[src/hdl/ppd_pkg.sv]
// Package for the palette pixel decoder.
// Holds widths, register and format codes, and the structs shared by the decoder modules.
// No dependencies.
package ppd_pkg;

    // Frame and palette limits
    localparam int MAX_PIXELS    = 10240;
    localparam int PALETTE_DEPTH = 256;
    localparam int PAL_AW        = $clog2(PALETTE_DEPTH);
    localparam int POS_W         = 14;
    localparam int COLOR_W       = 16;
    localparam int WORD_W        = 16;
    localparam int NIB_W         = 4;
    localparam int BYTE_W        = 8;
    localparam int FIFO_DEPTH    = 2;
    localparam int FIFO_CW       = $clog2(FIFO_DEPTH + 1);

    // Configuration port
    localparam int CFG_IDX_W  = 1;
    localparam int CFG_DATA_W = 14;
    localparam int FMT_W      = 2;

    localparam logic [CFG_IDX_W-1:0] REG_PIXEL_FORMAT = 1'b0;
    localparam logic [CFG_IDX_W-1:0] REG_PIXEL_COUNT  = 1'b1;

    localparam logic [FMT_W-1:0] FMT_RAW  = 2'd0;
    localparam logic [FMT_W-1:0] FMT_NIB4 = 2'd1;
    localparam logic [FMT_W-1:0] FMT_IDX8 = 2'd2;

    // Last pixel position of the largest frame
    localparam logic [POS_W-1:0] MAX_LAST = POS_W'(MAX_PIXELS - 1);

    localparam logic ACT_PAL_WRITE = 1'b0;
    localparam logic ACT_PIXEL     = 1'b1;

    typedef struct packed {
        logic                 action;
        logic [PAL_AW-1:0]    palette_index;
        logic [COLOR_W-1:0]   palette_color;
        logic [WORD_W-1:0]    data_word;
    } in_item_t;

    typedef struct packed {
        logic [COLOR_W-1:0] pixel;
        logic               frame_last;
    } pix_t;

    typedef struct packed {
        logic               we;
        logic [PAL_AW-1:0]  addr;
        logic [COLOR_W-1:0] data;
    } ram_wr_t;

    typedef struct packed {
        logic               re;
        logic [PAL_AW-1:0]  addr;
    } ram_rd_t;

    // Pixel in flight alongside the palette read
    typedef struct packed {
        logic              valid;
        logic              use_ram;
        logic [WORD_W-1:0] raw;
        logic              last;
    } s1_t;

endpackage

[src/hdl/ppd_palette_ram.sv]
// Colour table: single write port, single read port, registered read data.
// Depends on ppd_pkg.
module ppd_palette_ram (
    input  logic                    clk,
    input  ppd_pkg::ram_wr_t        wr,
    input  ppd_pkg::ram_rd_t        rd,
    output logic [ppd_pkg::COLOR_W-1:0] rdata
);
    import ppd_pkg::*;

    logic [COLOR_W-1:0] mem_reg [PALETTE_DEPTH];
    logic [COLOR_W-1:0] rdata_reg;

    // Write the addressed entry
    always_ff @(posedge clk)
    begin
        if (wr.we)
        begin
            mem_reg[wr.addr] <= wr.data;
        end
    end

    // Register the read data
    always_ff @(posedge clk)
    begin
        if (rd.re)
        begin
            rdata_reg <= mem_reg[rd.addr];
        end
    end

    assign rdata = rdata_reg;
endmodule

[config.mk]
export PLATFORM = sky130hd
export DESIGN_NAME = ppd_palette_ram
export DESIGN_NICKNAME = d
export VERILOG_FILES = /design/src/hdl/ppd_pkg.sv /design/src/hdl/ppd_palette_ram.sv
export SDC_FILE = /design/constraint.sdc
export NUM_CORES = 2
export LEC_CHECK = 0
export BUFFER_PORTS_ARGS = -buffer_cell sky130_fd_sc_hd__buf_4
export CELL_PAD_IN_SITES_DETAIL_PLACEMENT = 1
export CELL_PAD_IN_SITES_GLOBAL_PLACEMENT = 1
export CORE_ASPECT_RATIO = 0.5
export CORE_UTILIZATION = 29
export CTS_CLUSTER_SIZE = 28
export DETAILED_ROUTE_END_ITERATION = 8
export HOLD_SLACK_MARGIN = 0.02
export PLACE_DENSITY_LB_ADDON = 0.1
export SLEW_MARGIN = 20
export SYNTH_ARGS = -nofsm -noshare
export SYNTH_HDL_FRONTEND = slang
export SYNTH_SLANG_ARGS = --single-unit
[constraint.sdc]
create_clock -name clk -period 2.79 [get_ports clk]
set_clock_uncertainty 0.05 [all_clocks]
set_input_delay 0.558 -clock clk [delete_from_list [all_inputs] [get_ports clk]]
set_output_delay 0.558 -clock clk [all_outputs]
set_load 0.02 [all_outputs]
# --- Word-level counts from Yosys, hierarchy flattened ---
# Memory sizes are Yosys's and may differ from the RTL's. A register that Yosys moved wholly into a read port is not among the register bits.
# Index checks and enable logic that the tools add are counted.
word_totals:
  regBits: 0
  ram_bits: 4096
  inputBits: 35
  out_inout_bits: 16
  elab_cells: 3
  mem_count: 1
op_classes:
  muxes: 2
memory_table:
  columns: ["memory", "depth", "word_bits", "rd", "rd_clocked_by_memory_dff", "write_ports", "line", "source"]
  rows:
  - ["mem_reg", 256, 16, 1, 1, 1, "ppd_palette_ram.sv:11", "logic [COLOR_W-1:0] mem_reg [PALETTE_DEPTH];"]
op_table:
  columns: ["operator", "n"]
  rows:
  - ["two-way mux 1 bit", 2]

# --- Longest topological paths before layout ---
logic_depth:
  ltp_word: 2
  depth_mapped: 12
  mapped_depth_nobuf: 6

# --- Worst setup path after synthesis ---
# No wires, ideal clock.
synth_timing:
  kind: "input -> register"
  startpoint: "input port rd[0] (netlist name)"
  endpoint: "register rdata_reg[4] (netlist: rdata[4]) (read register of mem_reg) (data pin)"
  setup_ps: 265
  arrival_ps: 2542
  required_ps: 2475
  slack_ps: -67
  stages: 8
  cell_sequence: "buf_6 > buf_6 > buf_2 > mux4_2 > mux4_2 > a22o_1 > o32ai_2 > nor4_2"
synth_lines:
  columns: ["item", "line", "source"]
  rows:
  - ["from (decl)", "ppd_palette_ram.sv:6", "input ppd_pkg::ram_rd_t rd,"]
  - ["to (decl)", "ppd_palette_ram.sv:12", "logic [COLOR_W-1:0] rdata_reg;"]

==> impl_metrics.yaml <==
synthesis:
  synth.distinct_cells: 51
  netlist_instances: 7360
  synth_top_area_share_pct: 77.7
  synth.net_count: 7395
  synth_area_um2: 159000
  syn_area_per_cell_um2: 21.6
  yosysWarnings: 0
  yosys_most_used_dff: "edfxtp_1"
  ys_seq_area_share_pct: 77.7
  synth_edf_count: 4112
  yosys-top-cells-area: "edfxtp_1 (78%), mux4_2 (11%), mux2i_1 (3.6%)"
  ys_ff_latch: 4112
  yosys.area.top_type: "edfxtp_1"
  synthTopCellsByCount: "edfxtp_1 (4112), mux4_2 (797), mux2i_1 (565)"
  async_flop_share_pct: 0
  yosysMostFrequentCell: "edfxtp_1"
power_and_ir_drop:
  ir_worst_vdd_v: 0.000481
  p_leak_nw: 63.1
  power.density_nw_per_um2: 680
floorplanning:
  die_w_mm: 1.05
  start_util_pct: 29.2
  io_pins: 51
  row_count: 191
  core-area_um2: 543000
  die_area_um2: 551000
  dieHeight_um: 525
timing:
  tightestPinTransition_ns: 1.11
  drv_slew: 0
  post-route-period-util_pct: 106
  fin_crit_ns: 2.97
  finalWorstSetupSlack_ns: -0.178
  finalHoldViolCount: 0
  setup_tns_ns: -0.495
  rsz0062_at_grt: "yes"
  setup_viol: 9
  slew_headroom_pct: 25.5
  hold_slack_ns: 0.0488
  fmaxAchievable_mhz: 337
clocking:
  clkTransAtPathRegs_ns: 0.07
  insertion_delay_ns: 0.97
  cts_tree: "yes"
  numCtsBuffers: 404
  htreeDepth: 5
  cts.path.max_buffers: 4
  root_buffer: "clkbuf_16"
  clock_sinks: 4112
placement:
  dp_slack_ns: -1.68
  io_buffers: 50
  hpwlAfterDp_mm: 347
  gp_congestion: 0.780
  dp.cells: 15600
hold_path:
  hp-class: "in -> reg"
layout:
  multiInputGateArea_um2: 33800
  seq_area_um2: 123000
  final_cell_count_no_fill: 16400
  largest_reg_flops: 4096
  layout.nets: 8795
  fill_cells: 52600
  drive_gt1_share_pct: 34.9
  synthToLayoutAreaGrowth_pct: 23.5
status:
  violations: "setup timing"
  status: "complete, but fails checks"
setup_path:
  crit_fanout: 9
  critPathLaunchType: "input port"
  required_ns: 3.50
  cp-end-kind: "flop"
  path_class: "in -> reg"
  worstPathArrival_ns: 3.67
detailed_routing:
  first_pass_iters: 5
  vias_per_cell: 5.00
  avgRoutedWirePerCell_um: 32.6
  routed-via-count: 81700
  wl_mm: 534
  drcViolationCount: 0
  ant_nets: 0
  drtIter0Drc: 8197
job:
  cap_violations: 0
global_routing:
  overflow: 0
  grt_usage_pct: 19.0
  grt_antenna_before_repair: 51
  grt_max_degree: 95
  grt_pass1_wl_mm: 732
  grt_pass1_vias: 84500
## layer usage
metal / up-vias / GRT usage (%) / part of all wire [%]
li1: 34200 / - / -
met1: 45200 / 28.8 / 48
met2: 1824 / 29.9 / 46
met3: 471 / 2.25 / 4.4
met4: 0 / 2.74 / 1.6
met5: - / 0 / 0
## cell usage in the layout, fill, tap and decap left out, drive strengths merged, types with 14 or more instances in the layout
cell         instances
a211oi              18
a21oi              175
a221oi              28
a22o                32
a22oi               43
buf               1430
bufinv              50
clkbuf             486
clkinv             182
clkinvlp            15
diode               16
dlygate4sd3         14
edfxtp            4112
inv                 21
mux2                88
mux2i              565
mux4               797
nand2               38
nand3               35
nand4               26
nor2               304
nor3                92
nor4                18
o21ai               38
o221ai             253
o22ai              148
o31ai               16
o32ai               21
## timing repair
| action | in CTS | in global routing |
|---|---|---|
| pin swaps | 23 | 15 |
| hold buffers | 14 | 0 |
| endpoints found under the hold margin | 185 | 0 |
| setup endpoints to repair | 15 | 16 |
| cloned | 2 | 0 |
| buffers inserted | 14 | 1 |
| gates resized for setup | 85 | 20 |
## stage by stage
step                      power, mW  area, um2  utilization, %
after global routing            137     196000            36.1
after global placement         78.0     182000            33.5
after CTS                       135     196000            36.1
final                           133     196000            36.1
after detailed placement       78.1     182000            33.5
after floorplan                72.9     159000               -
## cell families (layout without fill, tap and decap cells)
family          count (synthesis)  in the layout  share of synthesized area [%]
compound gates                786            786                           3.53
simple gates                  556            556                           1.57
other cells                     0             16                              0
buf+inv                       456           2200                           1.69
mux                          1450           1450                           15.5
flops                        4112           4112                           77.7
## worst max-delay path, stage by stage
cell	delay (ns)
buf_16	0.15
buf_16	0.21
buf_12	0.16
buf_4	0.19
buf_4	0.17
mux4_2	0.38
a211oi_1	0.07
buf_4	0.16
o21ai_0	0.60
nand3_1	0.57
nor4_2	0.36
## report_power, final
| part | switching (mW) | internal [mW] |
|---|---|---|
| combinational | 5.18 | 3.40 |
| clock | 25.0 | 31.5 |
| sequential | 0.0787 | 68.1 |
| total | 30.3 | 103 |
## area by class of cell
cell class                      count  area share, %
Inverter                            4         0.0153
Timing Repair Buffer             1446           8.37
Antenna cell                       16         0.0204
Sequential cell                  4112           62.9
Clock inverter                    264           1.47
Multi-Input combinational cell   2792           17.2
Tap cell                         7237           4.62
Clock buffer                      486           5.33
## final timing paths
kind | slack (ns) | cells after the start | from | end
setup / recovery | -0.18 | 11 | rd[0] | rdata[10]
hold / removal | 0.05 | 1 | wr[3] | mem_reg[124][3]
setup reg to reg | -0.08 | 6 | mem_reg[59][6] | rdata[6]
hold reg to reg | 1.18 | 7 | mem_reg[216][2] | rdata[2]
Power figures use the tool's default switching activity.
