**config.mk**
```make
export PLATFORM = sky130hd
export DESIGN_NAME = ppd_out_fifo
export DESIGN_NICKNAME = d
export VERILOG_FILES = /design/src/hdl/ppd_pkg.sv /design/src/hdl/ppd_out_fifo.sv
export SDC_FILE = /design/constraint.sdc
export NUM_CORES = 1
export LEC_CHECK = 0
export BUFFER_PORTS_ARGS = -buffer_cell sky130_fd_sc_hd__buf_2
export CELL_PAD_IN_SITES_DETAIL_PLACEMENT = 1
export CELL_PAD_IN_SITES_GLOBAL_PLACEMENT = 2
export CORE_ASPECT_RATIO = 0.8
export CORE_UTILIZATION = 39
export CTS_CLUSTER_SIZE = 14
export DETAILED_ROUTE_END_ITERATION = 7
export HOLD_SLACK_MARGIN = 0.15
export MAX_ROUTING_LAYER = met4
export PLACE_DENSITY = 0.81
export SLEW_MARGIN = 20
export SYNTH_ARGS = -nofsm -noshare
export SYNTH_HDL_FRONTEND = slang
export SYNTH_SLANG_ARGS = --single-unit
export TNS_END_PERCENT = 5
```
**constraint.sdc**
```tcl
create_clock -name clk -period 4.9 [get_ports clk]
set_input_delay 0.98 -clock clk [delete_from_list [all_inputs] [get_ports clk]]
set_output_delay 0.98 -clock clk [all_outputs]
set_load 0.05 [all_outputs]
```
**src/hdl/ppd_pkg.sv**
```systemverilog
// Package for the palette pixel decoder.
// Holds widths, register and format codes, and the structs shared by the decoder modules.
// No dependencies.
package ppd_pkg;

    // Frame and palette limits
    localparam int MAX_PIXELS    = 10240;
    localparam int PALETTE_DEPTH = 256;
    localparam int PAL_AW        = $clog2(PALETTE_DEPTH);
    localparam int POS_W         = 14;
    localparam int COLOR_W       = 16;
    localparam int WORD_W        = 16;
    localparam int NIB_W         = 4;
    localparam int BYTE_W        = 8;
    localparam int FIFO_DEPTH    = 2;
    localparam int FIFO_CW       = $clog2(FIFO_DEPTH + 1);

    // Configuration port
    localparam int CFG_IDX_W  = 1;
    localparam int CFG_DATA_W = 14;
    localparam int FMT_W      = 2;

    localparam logic [CFG_IDX_W-1:0] REG_PIXEL_FORMAT = 1'b0;
    localparam logic [CFG_IDX_W-1:0] REG_PIXEL_COUNT  = 1'b1;

    localparam logic [FMT_W-1:0] FMT_RAW  = 2'd0;
    localparam logic [FMT_W-1:0] FMT_NIB4 = 2'd1;
    localparam logic [FMT_W-1:0] FMT_IDX8 = 2'd2;

    // Last pixel position of the largest frame
    localparam logic [POS_W-1:0] MAX_LAST = POS_W'(MAX_PIXELS - 1);

    localparam logic ACT_PAL_WRITE = 1'b0;
    localparam logic ACT_PIXEL     = 1'b1;

    typedef struct packed {
        logic                 action;
        logic [PAL_AW-1:0]    palette_index;
        logic [COLOR_W-1:0]   palette_color;
        logic [WORD_W-1:0]    data_word;
    } in_item_t;

    typedef struct packed {
        logic [COLOR_W-1:0] pixel;
        logic               frame_last;
    } pix_t;

    typedef struct packed {
        logic               we;
        logic [PAL_AW-1:0]  addr;
        logic [COLOR_W-1:0] data;
    } ram_wr_t;

    typedef struct packed {
        logic               re;
        logic [PAL_AW-1:0]  addr;
    } ram_rd_t;

    // Pixel in flight alongside the palette read
    typedef struct packed {
        logic              valid;
        logic              use_ram;
        logic [WORD_W-1:0] raw;
        logic              last;
    } s1_t;

endpackage

```
**src/hdl/ppd_out_fifo.sv**
```systemverilog
// Two-entry output queue that decouples the pixel stream from the sink.
// Depends on ppd_pkg.
module ppd_out_fifo (
    input  logic                          clk,
    input  logic                          rst_n,
    input  logic                          push,
    input  ppd_pkg::pix_t                 push_data,
    output logic                          out_valid,
    input  logic                          out_ready,
    output ppd_pkg::pix_t                 out_data,
    output logic [ppd_pkg::FIFO_CW-1:0]   count
);
    import ppd_pkg::*;

    pix_t               ent_reg [FIFO_DEPTH];
    logic               wr_ptr_reg, wr_ptr_next;
    logic               rd_ptr_reg, rd_ptr_next;
    logic [FIFO_CW-1:0] cnt_reg, cnt_next;
    logic               pop;

    // Pointer and occupancy update
    always_comb
    begin
        pop         = out_valid && out_ready;
        wr_ptr_next = push ? !wr_ptr_reg : wr_ptr_reg;
        rd_ptr_next = pop ? !rd_ptr_reg : rd_ptr_reg;
        cnt_next    = cnt_reg + FIFO_CW'(push) - FIFO_CW'(pop);
    end

    always_ff @(posedge clk or negedge rst_n)
    begin
        if (!rst_n)
        begin
            wr_ptr_reg <= 1'b0;
            rd_ptr_reg <= 1'b0;
            cnt_reg    <= '0;
        end
        else
        begin
            wr_ptr_reg <= wr_ptr_next;
            rd_ptr_reg <= rd_ptr_next;
            cnt_reg    <= cnt_next;
        end
    end

    // Store pushed pixels
    always_ff @(posedge clk)
    begin
        if (push)
        begin
            ent_reg[wr_ptr_reg] <= push_data;
        end
    end

    assign out_valid = (cnt_reg != '0);
    assign out_data  = ent_reg[rd_ptr_reg];
    assign count     = cnt_reg;
endmodule

```
# After elaboration in Yosys (flattened, before gate mapping)
# Memories as Yosys holds them, arrays and structs flattened.
# Cells that the tools add are included.
totals:
  ff_bits: 4
  mem_bits_rw: 34
  inputBits: 21
  wordCells: 12
  memories: 1
mem_list:
  columns: ["memory", "words", "width", "read_ports", "rd_clocked_by_memory_dff", "wr", "line", "text"]
  rows:
  - ["ent_reg", 2, 17, 1, 0, 1, "ppd_out_fifo.sv:15", "pix_t ent_reg [FIFO_DEPTH];"]
op_classes:
  n_addsub: 2
  mux: 2
  reduce_logical: 4
op_table:
  columns: ["operator", "n"]
  rows:
  - ["2-bit by 1-bit adder with 2-bit output", 1]
  - ["1-bit zero test", 2]
  - ["1-bit two-way mux", 2]
  - ["2-bit nonzero test", 1]
  - ["2-bit by 1-bit subtractor with 2-bit output", 1]
  - ["1-bit logical AND", 1]

# Longest topological paths before layout
depth:
  word_depth: 3
  ltp_mapped: 6
  depth_no_buf: 6

# Worst setup path after synthesis
# No wires, ideal clock.
synth_path:
  path_kind: "input port to flip-flop"
  from: "input port push"
  to: "memory ent_reg[0][0] in the netlist's numbering, enable pin"
  arrival_time_ns: 1.787
  required_ns: 4.507
  slack_ns: 2.721
  stages: 1
  n_path_buf: 0
  cell_sequence: "nor2b_1"
synth_between:
  elab_chain_cells: 2
synth_rtl:
  columns: ["item", "line", "text"]
  rows:
  - ["start: declaration", "ppd_out_fifo.sv:6", "input logic push,"]
  - ["1-bit two-way mux", "ppd_out_fifo.sv:49", "if (push)"]
  - ["1-bit two-way mux (not written as such)", "ppd_out_fifo.sv:51", "ent_reg[wr_ptr_reg] <= push_data;"]
  - ["end: declaration", "ppd_out_fifo.sv:15", null]
# No other way between the ends.

==> summary.txt <==
Run status
  – Outcome: complete, but fails checks
  – Failing checks: design-rule violations

Clock network
  – Worst-path clk slew: 70 ps
  – CTS tree: built
  – Clock latency on the worst-skew pair: 280 ps
  – Post-CTS setup buffers: 0
  – CTS Hold Buffers Added: 0
  – Htree depth: 2
  – Post-cts resize count: 0
  – Sink Count: 38
  – Clk root buf: clkbuf_8
  – Longest Clk Path Bufs: 2
  – Total CTS buffers: 5

Power
  – Worst vdd ir: just under 0.0003 V
  – P per Cell Area: 704 nW/um^2
  – Tot Pwr: 0.00127 W
  – Cell-internal power: roughly 0.00075 W
  – LEAKAGE: 0.735 nW
  – Clock share of power: 0.200
  – Sw Pwr: 0.000518 W
  – Gate power share: 0.409
  – Share of power burned in registers: 0.391
  – Switching part of the total: 0.408

Synth
  – Mapped Area: 1470 um^2
  – Net Count, Synth: between 90 and 100
  – Syn Inst Count: 69
  – Seq/Total Area, Yosys: 0.762
  – Netlist cell types: 14
  – Synth Warn #: 0
  – Avg Cell Area, Syn: between 20 and 25 um^2
  – #FFs+latches synth: 38

Floorplan
  – Die W: 70.7 um
  – Die area: approximately 4000 um^2
  – Cell Rows: 19
  – Core Footprint: 3520 um^2
  – Initial Utilization: 0.418
  – Die Height: 56.9 um
  – I/O pins: 41

Global routing
  – First-pass GRT wire length: around 4 mm
  – Grt ovf: 0
  – Vias in the first global route: 846
  – Largest net degree at the start of global routing: 19
  – Gr usage total: 0.146
  – Initial antenna violation count: 0

Setup path
  – Critical path peak fanout: 18
  – Flop2flop setup slack: 3350 ps
  – Crit Path Class: reg -> out
  – Critical path endpoint category: output pin
  – Critical Path AT: roughly 1900 ps
  – CP Data Required Time: 3920 ps
  – Worst setup SP type: flop

Detailed routing
  – Number of DRC markers in iteration 0: 38
  – Via count: between 700 and 800
  – Antenna-violating nets left: 0
  – Post-Route WL: 2.48 mm
  – Pre-antenna DRT Iters: 6
  – Via/cell ratio: 4.74
  – DRC errors left: 6
  – WL per Instance: 15.8 um

Placed design
  – Post-DP HPWL: approximately 1.8 mm
  – GPL Wtd Cong: 0.643
  – IO buf count: 40

Timing
  – Hold Fails Final Rpt: 0
  – Finish-stage setup viols: 0
  – Final period utilization: 0.577
  – Worst slew margin: 0.366
  – Clock skew: around 5.2 ps
  – RSZ-0062 raised after global routing: no
  – Setup TNS Final: 0 ps
  – Slew Limit Fails: 0
  – Worst-Margin Slew: 946 ps
  – Highest Clock Rate: roughly 350 MHz
  – Tmin final: ~2800 ps

Final layout
  – Most frequent cells in the layout: buf_2, edfxtp_1, mux2_4
  – Final nets: about 140
  – Area Overhead vs Synth: 22.6%
  – Commonest non-fill, non-tap cell in the layout: buf_2
  – Proportion of layout cells with a drive suffix above 1: 0.583
  – Max reg flops: 34
  – N_diodes: 0

Min path
  – Worst Hold Class: in -> async

Flow run
  – Maxcap violations: 0
[metrics by stage]
stage | util | hold WS (ps) | setup WS, ps | cell area, um^2 | instances
after global placement | 0.482 | 487 | 2360 | 1700 | 149
after global routing | 0.513 | 485 | 1940 | 1800 | 157
final | 0.513 | 498 | 2070 | 1800 | 157
after detailed placement | 0.482 | 507 | 2340 | 1700 | 149
after CTS | 0.513 | 485 | 2020 | 1800 | 157
after floorplan | - | 455 | 2720 | 1470 | 69
[power by group through the flow]
stage	clock network (W)	logic [W]	registers, W
after floorplan	0	0.000449	0.000493
after global placement	0	0.000517	0.000499
after detailed placement	0	0.000524	0.000507
after CTS	0.000261	0.000525	0.000501
after global routing	0.000273	0.000543	0.000509
final	0.000254	0.000519	0.000497
[final timing paths]
kind	from	to	depth (start not counted)
setup / recovery	rd_ptr_reg	out_data[1]	2
hold / removal	rst_n	wr_ptr_reg	1
setup reg to reg	wr_ptr_reg	ent_reg[0][7]	1
hold reg to reg	wr_ptr_reg	wr_ptr_reg	1
max in group asynchronous	rst_n	count[1]	1
min in group clk	wr_ptr_reg	wr_ptr_reg	1
[cells in the mapped netlist, drive strengths merged]
cell     n  share of area
buf      2          0.021
nor2b    1         0.0043
xor2     2          0.012
xnor2    2          0.012
inv      2         0.0051
or2      1         0.0043
mux2    17           0.15
and2     1         0.0043
edfxtp  34           0.69
dfrtp    4          0.068
ha       2          0.017
o21a     1         0.0051
[final cells by class]
class / count / area (um^2)
fillers: 361 / 1710
flip-flops and latches: 38 / 1120
multi-input cells: 27 / 314
repair buffers: 40 / 200
clock buffers: 5 / 68.8
well taps: 42 / 52.6
clock inverters: 3 / 40.0
inverters: 2 / 7.51
[metal layers]
layer | global-route usage | up-vias | routed length (um)
met3 | 0.0459 | 2 | 153
met2 | 0.243 | 29 | 1250
met1 | 0.164 | 364 | 1060
met4 | 0.0686 | 0 | 12
li1 | - | 349 | -
met5 | - | - | 0
[critical path, cell delays in order, from the launching register on]
cell,delay [ps]
dfrtp_1,940
mux2_2,410
buf_2,210
[logic make-up (layout without fill, tap and decap cells)]
family | count (synthesis) | after routing | share of synthesized area
buffers and inverters | 4 | 50 | 0.0264
multiplexers | 17 | 17 | 0.153
AND/OR/NAND/NOR | 3 | 3 | 0.0128
flip-flops | 38 | 38 | 0.762
adder cells (fa/ha/maj) | 2 | 2 | 0.0170
AO/OA/AOI/OAI | 1 | 1 | 0.00510
XOR/XNOR | 4 | 4 | 0.0238
Power figures use the tool's default switching activity.
