--- src/hdl/ppd_pkg.sv ---
// Package for the palette pixel decoder.
// Holds widths, register and format codes, and the structs shared by the decoder modules.
// No dependencies.
package ppd_pkg;

    // Frame and palette limits
    localparam int MAX_PIXELS    = 10240;
    localparam int PALETTE_DEPTH = 256;
    localparam int PAL_AW        = $clog2(PALETTE_DEPTH);
    localparam int POS_W         = 14;
    localparam int COLOR_W       = 16;
    localparam int WORD_W        = 16;
    localparam int NIB_W         = 4;
    localparam int BYTE_W        = 8;
    localparam int FIFO_DEPTH    = 2;
    localparam int FIFO_CW       = $clog2(FIFO_DEPTH + 1);

    // Configuration port
    localparam int CFG_IDX_W  = 1;
    localparam int CFG_DATA_W = 14;
    localparam int FMT_W      = 2;

    localparam logic [CFG_IDX_W-1:0] REG_PIXEL_FORMAT = 1'b0;
    localparam logic [CFG_IDX_W-1:0] REG_PIXEL_COUNT  = 1'b1;

    localparam logic [FMT_W-1:0] FMT_RAW  = 2'd0;
    localparam logic [FMT_W-1:0] FMT_NIB4 = 2'd1;
    localparam logic [FMT_W-1:0] FMT_IDX8 = 2'd2;

    // Last pixel position of the largest frame
    localparam logic [POS_W-1:0] MAX_LAST = POS_W'(MAX_PIXELS - 1);

    localparam logic ACT_PAL_WRITE = 1'b0;
    localparam logic ACT_PIXEL     = 1'b1;

    typedef struct packed {
        logic                 action;
        logic [PAL_AW-1:0]    palette_index;
        logic [COLOR_W-1:0]   palette_color;
        logic [WORD_W-1:0]    data_word;
    } in_item_t;

    typedef struct packed {
        logic [COLOR_W-1:0] pixel;
        logic               frame_last;
    } pix_t;

    typedef struct packed {
        logic               we;
        logic [PAL_AW-1:0]  addr;
        logic [COLOR_W-1:0] data;
    } ram_wr_t;

    typedef struct packed {
        logic               re;
        logic [PAL_AW-1:0]  addr;
    } ram_rd_t;

    // Pixel in flight alongside the palette read
    typedef struct packed {
        logic              valid;
        logic              use_ram;
        logic [WORD_W-1:0] raw;
        logic              last;
    } s1_t;

endpackage

--- src/hdl/ppd_issue.sv ---
// Request issue stage: configuration registers, pixel position counter,
// nibble sequencing and palette read/write issue. Depends on ppd_pkg.
module ppd_issue (
    input  logic                              clk,
    input  logic                              rst_n,
    input  logic                              cfg_we,
    input  logic [ppd_pkg::CFG_IDX_W-1:0]     cfg_index,
    input  logic [ppd_pkg::CFG_DATA_W-1:0]    cfg_data,
    input  logic                              in_valid,
    output logic                              in_ready,
    input  ppd_pkg::in_item_t                 in_item,
    input  logic                              issue_ok,
    output ppd_pkg::ram_wr_t                  ram_wr,
    output ppd_pkg::ram_rd_t                  ram_rd,
    output ppd_pkg::s1_t                      s1
);
    import ppd_pkg::*;

    logic [FMT_W-1:0]  fmt_reg,  fmt_next;
    logic [POS_W-1:0]  last_pos_reg, last_pos_next;
    logic [POS_W-1:0]  pos_reg,  pos_next;
    logic              second_pend_reg, second_pend_next;
    logic [NIB_W-1:0]  second_idx_reg,  second_idx_next;
    s1_t               s1_reg,   s1_next;

    logic              accept;
    logic              data_acc;
    logic              second_go;
    logic              is_last;
    logic [BYTE_W-1:0] idx_byte;

    // Hold new requests while the low nibble still waits for its read slot
    assign in_ready = !second_pend_reg && issue_ok;

    // Decode configuration writes; frame size is kept as its last position
    always_comb
    begin
        fmt_next      = fmt_reg;
        last_pos_next = last_pos_reg;
        if (cfg_we)
        begin
            unique case (cfg_index)
                REG_PIXEL_FORMAT: fmt_next = cfg_data[FMT_W-1:0];
                REG_PIXEL_COUNT:
                begin
                    if (cfg_data[POS_W-1:0] > MAX_LAST)
                        last_pos_next = MAX_LAST;
                    else if (cfg_data[POS_W-1:0] == '0)
                        last_pos_next = '0;
                    else
                        last_pos_next = cfg_data[POS_W-1:0] - 1'b1;
                end
                default: ;
            endcase
        end
    end

    // One pixel per cycle if issue_ok: palette read or raw word, position advance
    always_comb
    begin
        accept    = in_valid && in_ready;
        data_acc  = accept && (in_item.action == ACT_PIXEL);
        second_go = second_pend_reg && issue_ok;
        is_last   = (pos_reg >= last_pos_reg);
        idx_byte  = in_item.data_word[BYTE_W-1:0];

        ram_wr.we   = accept && (in_item.action == ACT_PAL_WRITE);
        ram_wr.addr = in_item.palette_index;
        ram_wr.data = in_item.palette_color;

        ram_rd.re   = 1'b0;
        ram_rd.addr = '0;

        s1_next          = '0;
        s1_next.raw      = in_item.data_word;
        second_pend_next = second_pend_reg && !issue_ok;
        second_idx_next  = second_idx_reg;
        pos_next         = pos_reg;

        if (second_go)
        begin
            ram_rd.re       = 1'b1;
            ram_rd.addr     = PAL_AW'(second_idx_reg);
            s1_next.valid   = 1'b1;
            s1_next.use_ram = 1'b1;
            s1_next.last    = is_last;
        end
        else if (data_acc)
        begin
            s1_next.valid = 1'b1;
            s1_next.last  = is_last;
            case (fmt_reg)
                FMT_NIB4:
                begin
                    ram_rd.re        = 1'b1;
                    ram_rd.addr      = PAL_AW'(idx_byte[BYTE_W-1:NIB_W]);
                    s1_next.use_ram  = 1'b1;
                    // Drop the low nibble when the high one ends the frame
                    second_pend_next = !is_last;
                    second_idx_next  = idx_byte[NIB_W-1:0];
                end
                FMT_IDX8:
                begin
                    ram_rd.re       = 1'b1;
                    ram_rd.addr     = PAL_AW'(idx_byte);
                    s1_next.use_ram = 1'b1;
                end
                default: ;
            endcase
        end

        if (s1_next.valid)
        begin
            pos_next = is_last ? '0 : pos_reg + 1'b1;
        end
    end

    // Advance state
    always_ff @(posedge clk or negedge rst_n)
    begin
        if (!rst_n)
        begin
            fmt_reg         <= FMT_RAW;
            last_pos_reg    <= MAX_LAST;
            pos_reg         <= '0;
            second_pend_reg <= 1'b0;
            second_idx_reg  <= '0;
            s1_reg          <= '0;
        end
        else
        begin
            fmt_reg         <= fmt_next;
            last_pos_reg    <= last_pos_next;
            pos_reg         <= pos_next;
            second_pend_reg <= second_pend_next;
            second_idx_reg  <= second_idx_next;
            s1_reg          <= s1_next;
        end
    end

    assign s1 = s1_reg;
endmodule

--- config.mk ---
export PLATFORM = sky130hd
export DESIGN_NAME = ppd_issue
export DESIGN_NICKNAME = d
export VERILOG_FILES = /design/src/hdl/ppd_pkg.sv /design/src/hdl/ppd_issue.sv
export SDC_FILE = /design/constraint.sdc
export NUM_CORES = 1
export LEC_CHECK = 0
export BUFFER_PORTS_ARGS = -buffer_cell sky130_fd_sc_hd__buf_2
export CAP_MARGIN = 20
export CORE_ASPECT_RATIO = 0.7
export CORE_MARGIN = 2
export CORE_UTILIZATION = 51
export CTS_BUF_LIST = sky130_fd_sc_hd__clkbuf_8
export DETAILED_ROUTE_END_ITERATION = 6
export PLACE_DENSITY_LB_ADDON = 0.05
export SLEW_MARGIN = 30
export SYNTH_ARGS = -nofsm -noshare
export SYNTH_HDL_FRONTEND = slang
export SYNTH_SLANG_ARGS = --single-unit
--- constraint.sdc ---
create_clock -name clk -period 2.45 [get_ports clk]
set_input_delay 0.245 -clock clk [delete_from_list [all_inputs] [get_ports clk]]
set_output_delay 0.245 -clock clk [all_outputs]
set_load 0.005 [all_outputs]
======== Yosys cells after proc, flatten, opt, wreduce, memory -nomap -nowiden ========
Cells that the tools add are included.
cells by class
  add/subtract/negate cells ............... 2
  magnitude comparators ................... 2
  equal/unequal tests ..................... 2
  mux-type cells .......................... 14
  bitwise operators ....................... 3
  reduce and logical (&&, ||, !) cells .... 14
operator list
  operator                                                              count
  14-bit 2-to-1 mux                                                     3
  9-bit 2-to-1 mux                                                      2
  9-bit one-hot mux with 2 select lines                                 1
  14-bit by 1-bit adder with 14-bit output, second input constant       1
  14-bit >= comparator                                                  1
  14-bit greater-than comparator, second input constant                 1
  14-bit logical NOT                                                    1
  14-bit by 1-bit subtractor with 14-bit output, second input constant  1
  1-bit logical AND                                                     6
  1-bit 2-to-1 mux                                                      6
  2-bit 2-to-1 mux                                                      2
  2-bit AND reduction                                                   2
  1-bit logical NOT                                                     3
  1-bit NOT                                                             3
  3-bit AND reduction                                                   1
  2-bit by 1-bit == test with 1-bit output, second input constant       1
  2-bit == test, second input constant                                  1
  2-bit OR reduction                                                    1
storage, ports and cells
  flip-flop bits (word level) ............. 54
  output and inout bits ................... 54
  logic and storage cells ................. 46

======== Logic depth before layout (Yosys ltp) ========
  word-level depth ........................ 6
  depth in mapped cells ................... 8
  depth with buffers taken out ............ 7

======== Least setup slack after synthesis ========
OpenSTA, ideal clock, no wires.
  path type ............................... register to register
  start point ............................. register last_pos_reg[0]
  end point ............................... register pos_reg[10]
  setup time .............................. 0.077 ns
  arrival time ............................ 1.851 ns
  slack ................................... 0.522 ns
  cell stages (with the launch flop) ...... 8
  cell sequence ........................... dfstp_2 > ha_1 > nand2b_1 > a2111oi_0 > o31a_2 > o21ai_2 > buf_2 > a21oi_1
on the way
  longest elaborated chain between the ends .. 2
RTL lines
  what                      line              text
  start: declaration        ppd_issue.sv:20   logic [POS_W-1:0] last_pos_reg, last_pos_next;
  start signal: assignment  ppd_issue.sv:133  last_pos_reg <= last_pos_next;
  14-bit >= comparator      ppd_issue.sv:64   is_last = (pos_reg >= last_pos_reg);
  14-bit 2-to-1 mux         ppd_issue.sv:114  pos_next = is_last ? '0 : pos_reg + 1'b1;
  end signal: assignment    ppd_issue.sv:134  pos_reg <= pos_next;
  end: declaration          ppd_issue.sv:21   logic [POS_W-1:0] pos_reg, pos_next;
Every way passes these cells.
A chain may end at the register's enable or synchronous reset.

======== Worst setup path in the final report ========
  start point ............................. register last_pos_reg[13]
  end point ............................... register pos_reg[2]
The elaborated chain is that of the path after synthesis.

==> flow_summary.yaml <==
outcome:
  status: "completed"
yosys:
  seq_area_frac_synth_pct: 44.6
  yosysWarnings: 0
  synthArstFlopShare_pct: 100
  postSynthNetCount: 394
  ys_ff_latch: 54
  syn_avg_cell_area_um2: 9.75
  netlist_instances: 314
  ys_top_cells_by_area: "dfrtp_1 34%, dfstp_2 10%, ha_1 7.8%, buf_4 6.4%, o21ai_0 3.4%"
  synth_top_cell_area_share_pct: 34.3
  yosys.cell_types.count: 47
  yosys_most_used_dff: "dfrtp_1"
  synth_area_mm2: 0.00306
  synth_edf_count: 0
  yosysTopAreaCell: "dfrtp_1"
grt:
  grt_pass1_vias: 2121
  grt_busiest_layer: "met1"
  grt_pass1_wl_um: 10100
  grt_max_degree: 39
  grtUsageTotal_pct: 19.0
  use_met3_pct: 3.83
  met1_usage_pct: 29.7
  antenna_found_initial: 0
  use_met2_pct: 27.3
  grt_overflow: 0
final_layout:
  num_antenna_cells: 0
  area_growth_pct: 11.3
  fin_nets: 439
  utilization_pct: 59.2
  final_cell_mix: "66 x buf_2, 42 x dfrtp_1, 24 x inv_1, 24 x nand2_1, 21 x o21ai_0"
  drive_gt1_share_pct: 28.1
  final_common_cell: "buf_2"
  largest_reg_flops: 19
job:
  max_cap_violations: 0
pwr:
  totalPowerFinal_uw: 2060
  vdd_ir_drop_max_v: 0.000300
  p_leak_uw: 0.00161
  p_per_area_mw_per_mm2: 604
floorplan:
  core_area_mm2: 0.00576
  initial_core_util_pct: 53.2
  dieArea_mm2: 0.00665
  rows: 23
  io_pins: 115
  die_w_um: 96.6
  fp.dieH_um: 68.8
clock_network:
  clk-insertion-delay-late_ps: 300
  clkTransAtPathRegs_ps: 100
  clk_path_buf_depth: 2
  numCtsBuffers: 5
  cts_max_level: 2
  cts.sinks: 54
  cts_root_buf: "clkbuf_8"
  postCtsSetupBuffers: 0
  cts_tree: "built"
drt:
  dr.pass1.iters: 4
  drt_wl_total_um: 6240
  final_antenna_net_count: 0
  routedWlPerCell_um: 14.4
  route.detailed.drc: 0
  avgViaCountPerCell: 5.38
  vias: 2342
  dr.first_iter.drc_count: 97
worst_setup_path:
  slowest_stage: "dfstp_2"
  crit_path_max_incr_delay_ps: 540
  critPathKind: "reg -> reg"
  cp_max_fo: 16
  cp.arrival_ps: 2460
  cp_cell_sequence: "inv_1 -> ha_1 -> nand4_1 -> nor3_1 -> nor4_2 -> o21ai_2 -> o311ai_1"
  timing.critical_path.buf_inv: 1
  startpoint_type: "flip-flop"
  worstPathRequired_ps: 2660
  path_delay_family: "compound AO/OA/AOI/OAI gates"
  cp-end-kind: "flip-flop"
timing:
  timing_hold_violations_final: 0
  timing.final.crit_share_pct: 91.9
  period_needed_ps: 2250
  setup_viol: 0
  rsz0062_at_grt: "no"
  worst_slew_pin_slew_ps: 661
  finalMaxSlewViolations: 0
  fin_skew_ps: 5.00
  timing.fmax_ghz: 0.444
  tns_ps: 0
  maxSlewHeadroom_pct: 55.9
placement:
  dp_hpwl_um: 4910
  gp_congestion: 0.847
  numPortBuffers: 66
hold_path:
  hold_path_class: "in -> reg"
## metrics by stage
stage	instances	instance area [um2]	hold slack (ps)	setup slack (ps)
2_1_floorplan	314	3060	-50.6	522
3_3_place_gp	426	3300	190	278
3_5_place_dp	426	3300	193	211
4_1_cts	435	3410	24.9	194
5_1_grt	435	3410	4.16	63.8
6_report	435	3410	35.9	197
## synth_stat cells (8+ instances only)
master,n
dfrtp_1,42
dfstp_2,12
ha_1,19
nor3_1,8
o21a_1,11
nand2_1,24
nand3_1,14
inv_1,24
xnor2_1,10
a21oi_1,14
xor2_1,8
buf_4,26
o21ai_0,21
nor2_1,16
## path summary, 6_finish.rpt
check | from | endpoint | slack [ps] | cells after the start
max reg2reg | last_pos_reg[13] | pos_reg[2] | 200 | 7
min | in_item[8] | s1[9] | 40 | 1
max | last_pos_reg[13] | pos_reg[2] | 200 | 7
min in group asynchronous | rst_n | fmt_reg[1] | 400 | 2
max in group asynchronous | rst_n | s1[1] | 1530 | 3
min reg2reg | last_pos_reg[13] | last_pos_reg[13] | 510 | 2
## area by class of cell
type / count / area (um2)
flip-flops and latches: 54 / 1370
fillers: 519 / 2350
inverters: 24 / 90.1
clock buffers: 5 / 68.8
well taps: 75 / 93.8
repair buffers: 70 / 375
multi-input cells: 204 / 1390
clock inverters: 3 / 28.8
## power by group
part | internal, uW | total, uW | switching (uW)
sequential | 1020 | 1100 | 88.0
combinational | 203 | 436 | 233
clock | 212 | 517 | 304
## routing by layer
| metal | vias to the layer above | routed length [um] |
|---|---|---|
| li1 | 1156 | - |
| met1 | 1112 | 3240 |
| met2 | 64 | 2640 |
| met3 | 10 | 329 |
| met4 | 0 | 27 |
| met5 | - | 0 |
## cell families after synthesis
group	Yosys count	share of synthesized area (%)
buffers and inverters	56	10.1
AOI/OAI and AO/OA	68	14.0
muxes	4	1.47
DFF	54	44.6
and+or+nand+nor	95	16.9
xor gates and xnor gates	18	5.15
adders and majority gates	19	7.76
## repair_timing
action,4_1_cts,5_1_grt
resized for setup,0,0
hold endpoints to repair,4,0
hold buffers,1,0
## worst reg2reg max path: cells and delay by family, from the launching register on
family	cells	cell delay, ps
flops	1	540
compound gates	2	640
buf+inv	1	40
simple gates	3	640
fa+ha+maj	1	290
(Power assumes the default switching activity.)
